### config.mk
export PLATFORM = sky130hd
export DESIGN_NAME = fpst_front
export DESIGN_NICKNAME = d
export VERILOG_FILES = /design/src/hdl/fpst_pkg.sv /design/src/hdl/fpst_front.sv
export SDC_FILE = /design/constraint.sdc
export NUM_CORES = 1
export LEC_CHECK = 0
export ABC_AREA = 1
export BUFFER_PORTS_ARGS = -buffer_cell sky130_fd_sc_hd__buf_4
export CAP_MARGIN = 20
export CORE_UTILIZATION = 40
export DETAILED_ROUTE_END_ITERATION = 12
export GPL_TIMING_DRIVEN = 0
export PLACE_DENSITY = 0.75
export SLEW_MARGIN = 20
export SYNTH_ARGS = -nofsm -noshare
export SYNTH_HDL_FRONTEND = slang
export SYNTH_SLANG_ARGS = --single-unit
### constraint.sdc
create_clock -name i_clk -period 4.2 [get_ports i_clk]
set_clock_uncertainty 0.1 [all_clocks]
set_input_delay 0.21 -clock i_clk [delete_from_list [all_inputs] [get_ports i_clk]]
set_output_delay 0.21 -clock i_clk [all_outputs]
set_load 0.005 [all_outputs]
### src/hdl/fpst_pkg.sv
// ----------------------------------------------------------------------------
// fpst_pkg: shared types and constants for the prefix sum tree
// Sizes, request format, mode codes and back-end state encoding.
// ----------------------------------------------------------------------------
package fpst_pkg;

    localparam int MAX_ENTRIES = 1024;
    localparam int ADDR_W      = $clog2(MAX_ENTRIES);
    localparam int NODE_W      = $clog2(MAX_ENTRIES + 1);
    localparam int POS_W       = 11;
    localparam int SIZE_W      = 11;
    localparam int AMT_W       = 32;
    localparam int SUM_W       = 64;
    localparam int CMP_W       = ((NODE_W > POS_W) ? NODE_W : POS_W) + 1;

    localparam logic [SIZE_W-1:0] SIZE_RESET = SIZE_W'(1024);

    localparam int QUEUE_DEPTH = 4;
    localparam int QPTR_W      = $clog2(QUEUE_DEPTH);

    typedef enum logic {
        MODE_ADD   = 1'b0,
        MODE_QUERY = 1'b1
    } t_mode;

    // One unit of work handed from front to back
    typedef struct packed {
        t_mode                   mode;
        logic [NODE_W-1:0]       node;
        logic [NODE_W-1:0]       limit;
        logic signed [AMT_W-1:0] amount;
    } t_req;

    typedef struct packed {
        logic full;
        logic empty;
    } t_q_status;

    typedef enum logic [1:0] {
        ST_CLEAR,
        ST_IDLE,
        ST_WALK,
        ST_DONE
    } t_state;

endpackage

### src/hdl/fpst_front.sv
// ----------------------------------------------------------------------------
// fpst_front: request intake and classification
// Holds the size register, computes the starting node, drops dead adds.
// ----------------------------------------------------------------------------
module fpst_front (
    input  logic                              i_clk,
    input  logic                              i_rst_n,
    input  logic                              i_cfg_wr_en,
    input  logic [fpst_pkg::SIZE_W-1:0]       i_cfg_wr_data,
    input  logic                              i_in_valid,
    output logic                              o_in_stall,
    input  logic                              i_mode,
    input  logic [fpst_pkg::POS_W-1:0]        i_position,
    input  logic signed [fpst_pkg::AMT_W-1:0] i_amount,
    input  logic                              i_clearing,
    input  fpst_pkg::t_q_status               i_q_status,
    output logic                              o_push,
    output fpst_pkg::t_req                    o_req
);

    logic [fpst_pkg::SIZE_W-1:0] r_size_in_use;
    logic [fpst_pkg::CMP_W-1:0]  size_ext;
    logic [fpst_pkg::CMP_W-1:0]  cap_ext;
    logic [fpst_pkg::CMP_W-1:0]  eff_ext;
    logic [fpst_pkg::CMP_W-1:0]  pos_ext;
    logic [fpst_pkg::CMP_W-1:0]  add_node;
    logic [fpst_pkg::CMP_W-1:0]  qry_node;
    logic                        add_live;
    logic                        accept;
    fpst_pkg::t_mode             mode;

    always_ff @(posedge i_clk) begin
        if (!i_rst_n) begin
            r_size_in_use <= fpst_pkg::SIZE_RESET;
        end else if (i_cfg_wr_en) begin
            r_size_in_use <= i_cfg_wr_data;
        end
    end

    always_comb begin
        mode     = fpst_pkg::t_mode'(i_mode);
        size_ext = fpst_pkg::CMP_W'(r_size_in_use);
        cap_ext  = fpst_pkg::CMP_W'(fpst_pkg::MAX_ENTRIES);
        eff_ext  = (size_ext > cap_ext) ? cap_ext : size_ext;
        pos_ext  = fpst_pkg::CMP_W'(i_position);
        add_node = pos_ext + fpst_pkg::CMP_W'(1);
        qry_node = (pos_ext > eff_ext) ? eff_ext : pos_ext;
        // an add past the covered range touches nothing
        add_live = (add_node <= eff_ext);

        o_in_stall = i_clearing || i_q_status.full;
        accept     = i_in_valid && !o_in_stall;

        o_req.mode   = mode;
        o_req.limit  = fpst_pkg::NODE_W'(eff_ext);
        o_req.amount = i_amount;
        if (mode == fpst_pkg::MODE_ADD) begin
            o_req.node = fpst_pkg::NODE_W'(add_node);
            o_push     = accept && add_live;
        end else begin
            o_req.node = fpst_pkg::NODE_W'(qry_node);
            o_push     = accept;
        end
    end

endmodule

-- Yosys cells after proc, flatten, opt, wreduce, memory -nomap -nowiden
Index checks and enable logic that the tools add are counted.
- flip-flop bits (word level): 11
- output and inout port bits: 57
- word-level logic and storage cells: 13
- add/sub/neg operators: 1
- $lt $le $gt $ge: 3
- mux-type cells: 4
- reduce and logical (&&, ||, !) cells: 4
- operators with widths (kind ; count):
    $mux 11 ; 3
    $add 11x1->12 const B ; 1
    $le 12x11->1 ; 1
    $gt 11x11->1 ; 1
    $gt 11x11->1 const B ; 1
    $logic_and 1x1->1 ; 2
    $logic_not 1->1 ; 1
    $logic_or 1x1->1 ; 1
    $mux 1 ; 1

-- Longest topological paths before layout
- depth after elaboration: 5
- depth in mapped cells: 17

-- Worst setup path before layout
OpenSTA, ideal clock, no wires.
- kind: register to output
- from: register r_size_in_use[1] (netlist bit)
- to: output port o_req[44] (netlist bit)
- arrival: 1.872 ns
- data required time: 3.890 ns
- path slack: 2.018 ns
- stages on the path, launching flop included: 16
- buffers on the path: 1
- cells stage by stage: dfxtp_1 nor2_1 nand3_1 o21bai_1 nand2_1 ha_1 nand2_1 inv_2 nand2_2 nor2_8 nand2_4 nand3_4 buf_12 nand3_2 nand3_1 nand2_1
- RTL lines (item ; line ; source):
    from (decl) ; fpst_front.sv:21 ; logic [fpst_pkg::SIZE_W-1:0] r_size_in_use;
    from (signal assigned) ; fpst_front.sv:34 ; r_size_in_use <= fpst_pkg::SIZE_RESET;
    from (signal assigned) ; fpst_front.sv:36 ; r_size_in_use <= i_cfg_wr_data;
    to (decl) ; fpst_front.sv:18 ; output fpst_pkg::t_req o_req

==> impl_metrics.ini <==
[run_status]
outcome = completed

[finish]
diodes = 0
reg_top3 = r_size_in_use x11
area_growth_pct = 38.3
regMostFlops = r_size_in_use
stdcell_count = 465
drive_gt1_frac = 0.405
largest_reg_flops = 11
final_cell_mix = buf_4, nand2_1, inv_1
layout_commonest_cell = buf_4
nets = 484

[worst_setup_path]
crit_chain = nor2_1 -> nand3_1 -> o21bai_1 -> nand2_1 -> ha_1 -> nand2_1 -> inv_2 -> nand2_1 -> nand2_1 -> nand2_1 -> nand3_4 -> nand2_2 -> nand2_1 -> nand3_1 -> nand2_1 -> buf_4
timing.rr.start = r_size_in_use[10]
worst_setup_path_start_kind = register
crit_required_ns = 3.89
crit_path_top_delay_cell = ha_1
crit_fanout = 10
cp.arrival_ns = 2.63
cpPeakStageDelay_ns = 0.36
cp_common_cell = nand2_1
critical_path_class = register to output pin
crit_start = r_size_in_use[1]
end_kind = output pin

[timing]
slew_violations = 0
finalCritPeriodShare = 0.701
min_period_ns = 2.94
hold_ws_ns = 0.0897
fmax_mhz = 340
rsz0062_at_grt = no
tns_ns = 0
maxSlewHeadroom = 0.667
final_hold_viol_count = 0
setup_violations = 0
layout_setup_ws_ns = 1.26
worstMarginPinSlew_ns = 0.500

[clocking]
cts_made_buffers = 3
cts_hold_buf = 0
cts.sinks = 11
cts_setup_buffers = 0
cts_buffer_depth = 2
cts-htree-levels = 1
cts_resized = 0
clock_latency_ns = 0.24
clk_pin_slew_worst_paths_ns = 0.05
root_buffer = clkbuf_8
cts_tree = done

[synthesis]
netlist_top_cells_area = nand2_1, ha_1, buf_4
ys_warn_count = 0
yosys.area.top_type = nand2_1
avgSynthCellArea_um2 = 6.39
netlist_area_um2 = 1980
netlist_instances = 310
yosysUniqueCellTypes = 32
seq_area_frac_synth = 0.111
synth_top_area_frac = 0.146
synth_nets = 395
ys_ff_latch = 11

[drt]
drt-initial-drc-count = 68
drc = 0
first_pass_iters = 4
antenna_left = 0
vias = 2134
wl_per_cell_um = 10.6
wirelength_mm = 4.95
via_per_inst = 4.59

[floorplan]
coreArea_um2 = 4750
core.rowCount = 25
die_x_um = 72.4
num_io_pins = 119
die_y_um = 72.4
initial_core_util = 0.417
die_area_um2 = 5240

[pwr]
finalPower_mw = 0.496
switching_share = 0.358
switchingPower_mw = 0.177
pwr-share-clk = 0.213
p_leak_nw = 1.69
power_per_cell_area_nw_per_um2 = 181
p_seq_frac = 0.237
ir_drop_v = 0.000176
p_comb_frac = 0.550
p_int_mw = 0.319

[global_routing]
grt_pass1_wl_mm = 7.82
gr-usage-all-layers = 0.185
grt_pass1_vias = 1870
overflow = 0
grt_max_degree = 11
antenna_found_initial = 0

[placement]
portBuffers = 84
place.gp.congestion = 0.815
dp_hpwl_mm = 4.24
dp_cells = 461
place_ws_ns = 1.50

[flow_run]
drv_cap = 0

[worst_hold_path]
hp-start = i_cfg_wr_data[2]
hold_path.class = input port to register
[stage by stage]
| stage | util | area [um^2] |
|---|---|---|
| final | 0.577 | 2740 |
| after global routing | 0.577 | 2740 |
| after CTS | 0.577 | 2740 |
| after detailed placement | 0.567 | 2700 |
| after global placement | 0.567 | 2700 |
| after floorplan | - | 1980 |
[synthesized netlist by cell type]
| cell type | n |
|---|---|
| nand2_2 | 5 |
| o211ai_1 | 1 |
| o21ai_0 | 12 |
| nand3_2 | 11 |
| dfxtp_1 | 11 |
| nand2_1 | 77 |
| nor2_1 | 26 |
| nor2_8 | 1 |
| ha_1 | 23 |
| o21ai_2 | 2 |
| buf_4 | 33 |
| xor2_1 | 5 |
| buf_12 | 1 |
| o21bai_1 | 1 |
| clkbuf_1 | 4 |
| a21o_1 | 1 |
| clkinv_1 | 1 |
| o21ai_1 | 2 |
| nand4_2 | 1 |
| nand3b_4 | 1 |
| nor2_4 | 3 |
| buf_6 | 1 |
| nand3_4 | 1 |
| nand3_1 | 16 |
| nand3b_1 | 1 |
| nand2_4 | 3 |
| buf_2 | 2 |
| inv_2 | 8 |
| nor3_1 | 2 |
| inv_1 | 44 |
| a21oi_1 | 9 |
| a21oi_2 | 1 |
[logic make-up after synthesis]
logic type / Yosys count / share of synthesized area
flip-flops: 11 / 0.111
XOR/XNOR: 5 / 0.0221
adder cells (fa/ha/maj): 23 / 0.145
buffers and inverters: 94 / 0.254
AND/OR/NAND/NOR: 148 / 0.385
AO/OA/AOI/OAI: 29 / 0.0827
[layer usage]
layer	part of all wire	vias up	GRT usage
met1	0.42	951	0.225
met4	0.0087	0	0.0523
met5	0	-	0
met3	0.061	3	0.0139
li1	-	1109	-
met2	0.51	71	0.346
[critical path: cells and delay by family, from the launching register on]
kind	cells	cell delay, ns
flip-flops	1	0.32
AND/OR/NAND/NOR	12	1.27
adder cells (fa/ha/maj)	1	0.36
buffers and inverters	2	0.17
AO/OA/AOI/OAI	1	0.26
[final timing paths]
| path | cells past startpoint | endpoint | slack, ns |
|---|---|---|---|
| max | 16 | o_req[50] | 1.26 |
| min | 3 | r_size_in_use[2] | 0.09 |
| max reg2reg | 2 | r_size_in_use[10] | 3.34 |
| min reg2reg | 2 | r_size_in_use[8] | 0.37 |
[power by group through the flow]
stage / sequential, mW / clock [mW] / combinational (mW)
floorplan: 0.118 / 0 / 0.167
global placement: 0.119 / 0 / 0.267
detailed placement: 0.119 / 0 / 0.274
CTS: 0.118 / 0.108 / 0.275
global route: 0.118 / 0.111 / 0.306
finish: 0.118 / 0.106 / 0.273
[final cells by class]
type,instances,area [um^2]
buffer,41,304
fill,506,2010
multi-input combinational,205,1260
tap,67,83.8
sequential,11,220
clock buffer,4,45.0
timing repair buffer,84,631
inverter,53,199
Power figures use the tool's default switching activity.
