### config.mk
export PLATFORM = sky130hd
export DESIGN_NAME = fpst_queue
export DESIGN_NICKNAME = d
export VERILOG_FILES = /design/src/hdl/fpst_pkg.sv /design/src/hdl/fpst_queue.sv
export SDC_FILE = /design/constraint.sdc
export NUM_CORES = 1
export LEC_CHECK = 0
export BUFFER_PORTS_ARGS = -buffer_cell sky130_fd_sc_hd__buf_2
export CAP_MARGIN = 20
export CORE_AREA = 3 3 173 175
export DETAILED_ROUTE_END_ITERATION = 12
export DIE_AREA = 0 0 176 178
export PLACE_DENSITY = 0.53
export SKIP_LAST_GASP = 1
export SLEW_MARGIN = 40
export SYNTH_ARGS = -nofsm -noshare
export SYNTH_HDL_FRONTEND = slang
export SYNTH_SLANG_ARGS = --single-unit
### constraint.sdc
create_clock -name i_clk -period 2.6 [get_ports i_clk]
set_input_delay 0.52 -clock i_clk [delete_from_list [all_inputs] [get_ports i_clk]]
set_output_delay 0.52 -clock i_clk [all_outputs]
set_load 0.05 [all_outputs]
### src/hdl/fpst_pkg.sv
// ----------------------------------------------------------------------------
// fpst_pkg: shared types and constants for the prefix sum tree
// Sizes, request format, mode codes and back-end state encoding.
// ----------------------------------------------------------------------------
package fpst_pkg;

    localparam int MAX_ENTRIES = 1024;
    localparam int ADDR_W      = $clog2(MAX_ENTRIES);
    localparam int NODE_W      = $clog2(MAX_ENTRIES + 1);
    localparam int POS_W       = 11;
    localparam int SIZE_W      = 11;
    localparam int AMT_W       = 32;
    localparam int SUM_W       = 64;
    localparam int CMP_W       = ((NODE_W > POS_W) ? NODE_W : POS_W) + 1;

    localparam logic [SIZE_W-1:0] SIZE_RESET = SIZE_W'(1024);

    localparam int QUEUE_DEPTH = 4;
    localparam int QPTR_W      = $clog2(QUEUE_DEPTH);

    typedef enum logic {
        MODE_ADD   = 1'b0,
        MODE_QUERY = 1'b1
    } t_mode;

    // One unit of work handed from front to back
    typedef struct packed {
        t_mode                   mode;
        logic [NODE_W-1:0]       node;
        logic [NODE_W-1:0]       limit;
        logic signed [AMT_W-1:0] amount;
    } t_req;

    typedef struct packed {
        logic full;
        logic empty;
    } t_q_status;

    typedef enum logic [1:0] {
        ST_CLEAR,
        ST_IDLE,
        ST_WALK,
        ST_DONE
    } t_state;

endpackage

### src/hdl/fpst_queue.sv
// ----------------------------------------------------------------------------
// fpst_queue: request queue between front and back
// Small register FIFO; push and pop may happen in the same cycle.
// ----------------------------------------------------------------------------
module fpst_queue (
    input  logic                 i_clk,
    input  logic                 i_rst_n,
    input  logic                 i_push,
    input  fpst_pkg::t_req       i_req,
    input  logic                 i_pop,
    output fpst_pkg::t_req       o_head,
    output fpst_pkg::t_q_status  o_status
);

    fpst_pkg::t_req                r_slots [fpst_pkg::QUEUE_DEPTH];
    logic [fpst_pkg::QPTR_W-1:0]   r_wr_ptr;
    logic [fpst_pkg::QPTR_W-1:0]   r_rd_ptr;
    logic [fpst_pkg::QPTR_W:0]     r_count;
    logic                          do_push;
    logic                          do_pop;

    always_comb begin
        o_status.full  = (r_count == (fpst_pkg::QPTR_W + 1)'(fpst_pkg::QUEUE_DEPTH));
        o_status.empty = (r_count == '0);
        do_push        = i_push && !o_status.full;
        do_pop         = i_pop && !o_status.empty;
        o_head         = r_slots[r_rd_ptr];
    end

    always_ff @(posedge i_clk) begin
        if (do_push) begin
            r_slots[r_wr_ptr] <= i_req;
        end
    end

    always_ff @(posedge i_clk) begin
        if (!i_rst_n) begin
            r_wr_ptr <= '0;
            r_rd_ptr <= '0;
            r_count  <= '0;
        end else begin
            if (do_push) begin
                r_wr_ptr <= (r_wr_ptr == fpst_pkg::QPTR_W'(fpst_pkg::QUEUE_DEPTH - 1))
                          ? '0 : r_wr_ptr + fpst_pkg::QPTR_W'(1);
            end
            if (do_pop) begin
                r_rd_ptr <= (r_rd_ptr == fpst_pkg::QPTR_W'(fpst_pkg::QUEUE_DEPTH - 1))
                          ? '0 : r_rd_ptr + fpst_pkg::QPTR_W'(1);
            end
            if (do_push && !do_pop) begin
                r_count <= r_count + (fpst_pkg::QPTR_W + 1)'(1);
            end else if (do_pop && !do_push) begin
                r_count <= r_count - (fpst_pkg::QPTR_W + 1)'(1);
            end
        end
    end

    a_no_overflow: assert property (@(posedge i_clk) disable iff (!i_rst_n)
        r_count <= (fpst_pkg::QPTR_W + 1)'(fpst_pkg::QUEUE_DEPTH))
        else $error("request queue count beyond depth");

    a_push_when_full: assert property (@(posedge i_clk) disable iff (!i_rst_n)
        o_status.full && i_push && !i_pop |=> o_status.full)
        else $error("full queue lost its occupancy");

endmodule

# After elaboration in Yosys (flattened, before gate mapping)

Memory sizes are Yosys's and may differ from the RTL's. A register that Yosys moved wholly into a read port is not among the register bits.
Cells that the tools add are included.

RAM bits: 220
Word-level logic and storage cells: 29
Memories: 1
Flip-flop bits (word level): 7

Mux-type cells: 8
Add/subtract/negate cells: 4
Reduce and logical (&&, ||, !) cells: 10
Equal/unequal tests: 3

Memory list:

| memory  | words | width | rd ports | clocked after Yosys merged registers in | write ports | RTL line         | text |
|---|---|---|---|---|---|---|---|
| r_slots | 4     | 55    | 1        | 1                                       | 1           | fpst_queue.sv:15 | `fpst_pkg::t_req r_slots [fpst_pkg::QUEUE_DEPTH];` |

Operators with widths:

| kind                  | count |
|---|---|
| $mux W2               | 4 |
| $mux W3               | 2 |
| $add A2 B1 Y2 const B | 2 |
| $eq A2 B2 Y1 const B  | 2 |
| $logic_and A1 B1 Y1   | 4 |
| $logic_not A1 Y1      | 4 |
| $add A3 B1 Y3 const B | 1 |
| $eq A3 B3 Y1 const B  | 1 |
| $logic_not A3 Y1      | 1 |
| $sub A3 B1 Y3 const B | 1 |
| $mux W1               | 2 |
| $reduce_bool A2 Y1    | 1 |

# Depth between registers and ports, before layout

Depth after elaboration: 7
Mapped depth: 9
Gate-level depth less buffers: 8

# Least setup slack after synthesis

OpenSTA, ideal clock, no wires.

Path type: flip-flop to flip-flop
Start: register r_count[0] (netlist bit)
End: memory r_slots[0][0] (netlist bit), enable pin
Setup time: 0.419 ns
Arrival time: 2.218 ns
Cell stages (with the launch flop): 5
Buffers on the path: 1
Required time: 2.181 ns
Path slack: -0.037 ns
Path through: dfxtp_1 -> nor3b_2 -> nor2b_1 -> buf_2 -> and2_1

RTL lines:

| item                   | RTL line         | text |
|---|---|---|
| from (decl)            | fpst_queue.sv:18 | `logic [fpst_pkg::QPTR_W:0] r_count;` |
| from (signal assigned) | fpst_queue.sv:51 | `r_count <= r_count + (fpst_pkg::QPTR_W + 1)'(1);` |
| from (signal assigned) | fpst_queue.sv:53 | `r_count <= r_count - (fpst_pkg::QPTR_W + 1)'(1);` |
| to (decl)              | fpst_queue.sv:15 |  |

==> results by group <==
Run status
  • Status: complete, no violations

Drt
  • Pre-antenna DRT Iters: 4
  • DRT iter0 DRCs: 183
  • Via density: 4.385
  • Post-DRT Antenna Nets: 0
  • WL per Instance: 18.45 um
  • DR DRC count: 0
  • WL final: 16.40 mm
  • DR vias: 3,898

Job
  • Max-cap violations: 0

GRT
  • Wire length of the first global-routing pass: 24.64 mm
  • Largest net degree at the start of global routing: 33
  • Total gr overflow: 0
  • Vias in the first global route: 4,313
  • GRT Util Overall: 10.34%
  • Initial antenna violation count: 2

STA
  • Clock Skew: 8.118 ps
  • Tcrit/Tclk final: 96.47%
  • Min cycle time layout: 2508 ps
  • Worst slew pin tran: 504.3 ps
  • Relative slew slack: 66.38%
  • Final hold violation count: 0
  • Max Fclk: 0.3987 GHz
  • Hold slack: 217.4 ps
  • Final Slew Violations: 0
  • Final setup viols: 0
  • RSZ-0062 raised after global routing: true

Layout
  • # fillers: 2,632
  • Layout cell share with drive strength beyond 1: 45.74%
  • Final-stage net count: 553
  • Non-Filler Instances: 889
  • Layout area overhead: 23.55%
  • # diodes: 0
  • Post-layout util: 36.62%

Clock tree
  • Depth of the CTS H-tree: 1
  • CTS tree: built
  • Num CTS Buffers: 26
  • Clock transition at path regs: 60 ps
  • Longest Clk Path Bufs: 3
  • Hold-fix buffers, CTS: 0
  • Root Buffer: clkbuf_16
  • Worst-Skew Late Latency: 510 ps
  • Clock sink total: 229

Setup path
  • CP Data Arrival Time: 1990 ps
  • CP max FO: 16
  • Crit path capture type: output port
  • CP Launch Type: register
  • Critical path class: reg2out
  • CP required: 2080 ps

Floorplan
  • Die area: 0.03133 sq mm
  • FP Rows: 62
  • Starting Density: 29.64%
  • Die Span Y: 178 um
  • Die span in x: 176 um
  • Core area: 0.02863 sq mm
  • Io pins: 116

Synthesis
  • Synth Cell Area: 0.008486 sq mm
  • Primary FF master, synth: edfxtp_1
  • Netlist cell types: 26
  • Sequential area share after synthesis: 79.98%
  • Register bit count reported by yosys: 229
  • Post-synth EDFFs: 220
  • Synth top area share: 77.85%
  • Post-synthesis net count: 404
  • Most frequent cell after synthesis: edfxtp_1
  • Cell count after synthesis: 338
  • Commonest cells post-synth: edfxtp_1 (220), mux4_2 (50), dfxtp_1 (9)
  • Yosys top cell by area: edfxtp_1
  • Syn avg cell area: 25.11 sq um
  • Ys async rst share: 0%
  • Top post-synthesis cells by area: edfxtp_1 (78%), mux4_2 (13%), dfxtp_1 (2.1%)
  • Synthesis Warnings: 0

Placement
  • DP HPWL: 10.10 mm
  • I/O Buffers: 115
  • Placer Congestion: 0.6496
  • Placed cells: 839

Pwr
  • Worst VDD drop: 0.5676 mV
  • Power density over the cells: 1115 mW/mm^2
  • P_leak: 3.537 nW

Hold path
  • Worst Hold Class: in2reg
==> routing by layer <==
metal	wire, um	GRT usage [%]	up-vias	share of wire [%]
met5	27	0	-	0.16
li1	-	-	1745	-
met4	453	2.837	4	2.8
met3	741	2.554	33	4.5
met2	8463	18.27	93	52
met1	6713	12.68	2023	41
==> path summary, 6_finish.rpt <==
kind / start / cells past startpoint / to / slack [ps]
min: i_req[13] / 1 / r_slots[3][13] / 220
max: register / 3 / o_head[46] / 90
min reg2reg: r_wr_ptr[1] / 2 / r_wr_ptr[1] / 510
max reg2reg: r_count[0] / 8 / r_count[2] / 450
==> power breakdown <==
group          switching, W  total (W)  leakage, nW  internal [W]
clock network       0.00137    0.00356        0.419       0.00219
registers          0.000145    0.00464         2.09       0.00450
logic               0.00237    0.00349         1.03       0.00112
total               0.00388     0.0117         3.54       0.00781
==> worst max-delay path: stages (launching register included) <==
cell and delay [ps]:
dfxtp_4 430, buf_12 200, mux4_1 590, buf_2 230
==> sequential cells by signal, summed over array words and instances (netlist names), named ones only <==
| name | cells |
|---|---|
| r_slots | 220 |
| r_count | 3 |
| r_rd_ptr | 2 |
| r_wr_ptr | 2 |
==> through the flow <==
stage / TNS (ps) / power [W] / cell area (sq um) / setup slack, ps
2_1_floorplan: 0 / 0.007430 / 8491 / 261.9
3_3_place_gp: 0 / 0.008171 / 9592 / 407.0
3_5_place_dp: 0 / 0.008237 / 9592 / 350.0
4_1_cts: 0 / 0.01191 / 10480 / 32.25
5_1_grt: -9.420 / 0.01221 / 10480 / -9.420
6_report: 0 / 0.01169 / 10480 / 91.87
==> cell usage in the layout, fill, tap and decap left out, types with 2 or more instances in the layout <==
cell type and instances:
edfxtp_1 220, buf_2 115, mux4_2 50, clkbuf_16 27, buf_4 15, dfxtp_1 7, nand2_1 6, ha_1 6
mux4_1 5, clkinv_1 5, and2_4 4, clkinv_2 4, inv_6 4, buf_12 4, inv_1 3, mux2i_1 3
o21ai_0 3, bufinv_16 3, nor2b_1 2, nor2_1 2, nand3_1 2, dfxtp_4 2, clkbuf_1 2
==> cell type report <==
type	count	area [sq um]	share of cell area, %
Multi-Input combinational cell	92	1548	14.76
Clock inverter	17	171.4	1.635
Tap cell	384	480.5	4.583
Clock buffer	29	683.2	6.516
Inverter	3	11.26	0.1074
Timing Repair Buffer	135	795.8	7.590
Sequential cell	229	6794	64.80
==> cells by family after synthesis <==
logic type | share of synthesized area, %
flops | 79.98
xor+xnor | 0.2065
mux | 15.17
compound gates | 0.3539
fa+ha+maj | 1.121
buf+inv | 1.902
simple gates | 1.268
==> what timing repair did <==
item | 4_1_cts | 5_1_grt
gates resized for setup | 0 | 1
buffers inserted | 4 | 0
gates cloned | 0 | 0
setup endpoints to repair | 43 | 1
Note: power is estimated with default switching activity, not from simulation.
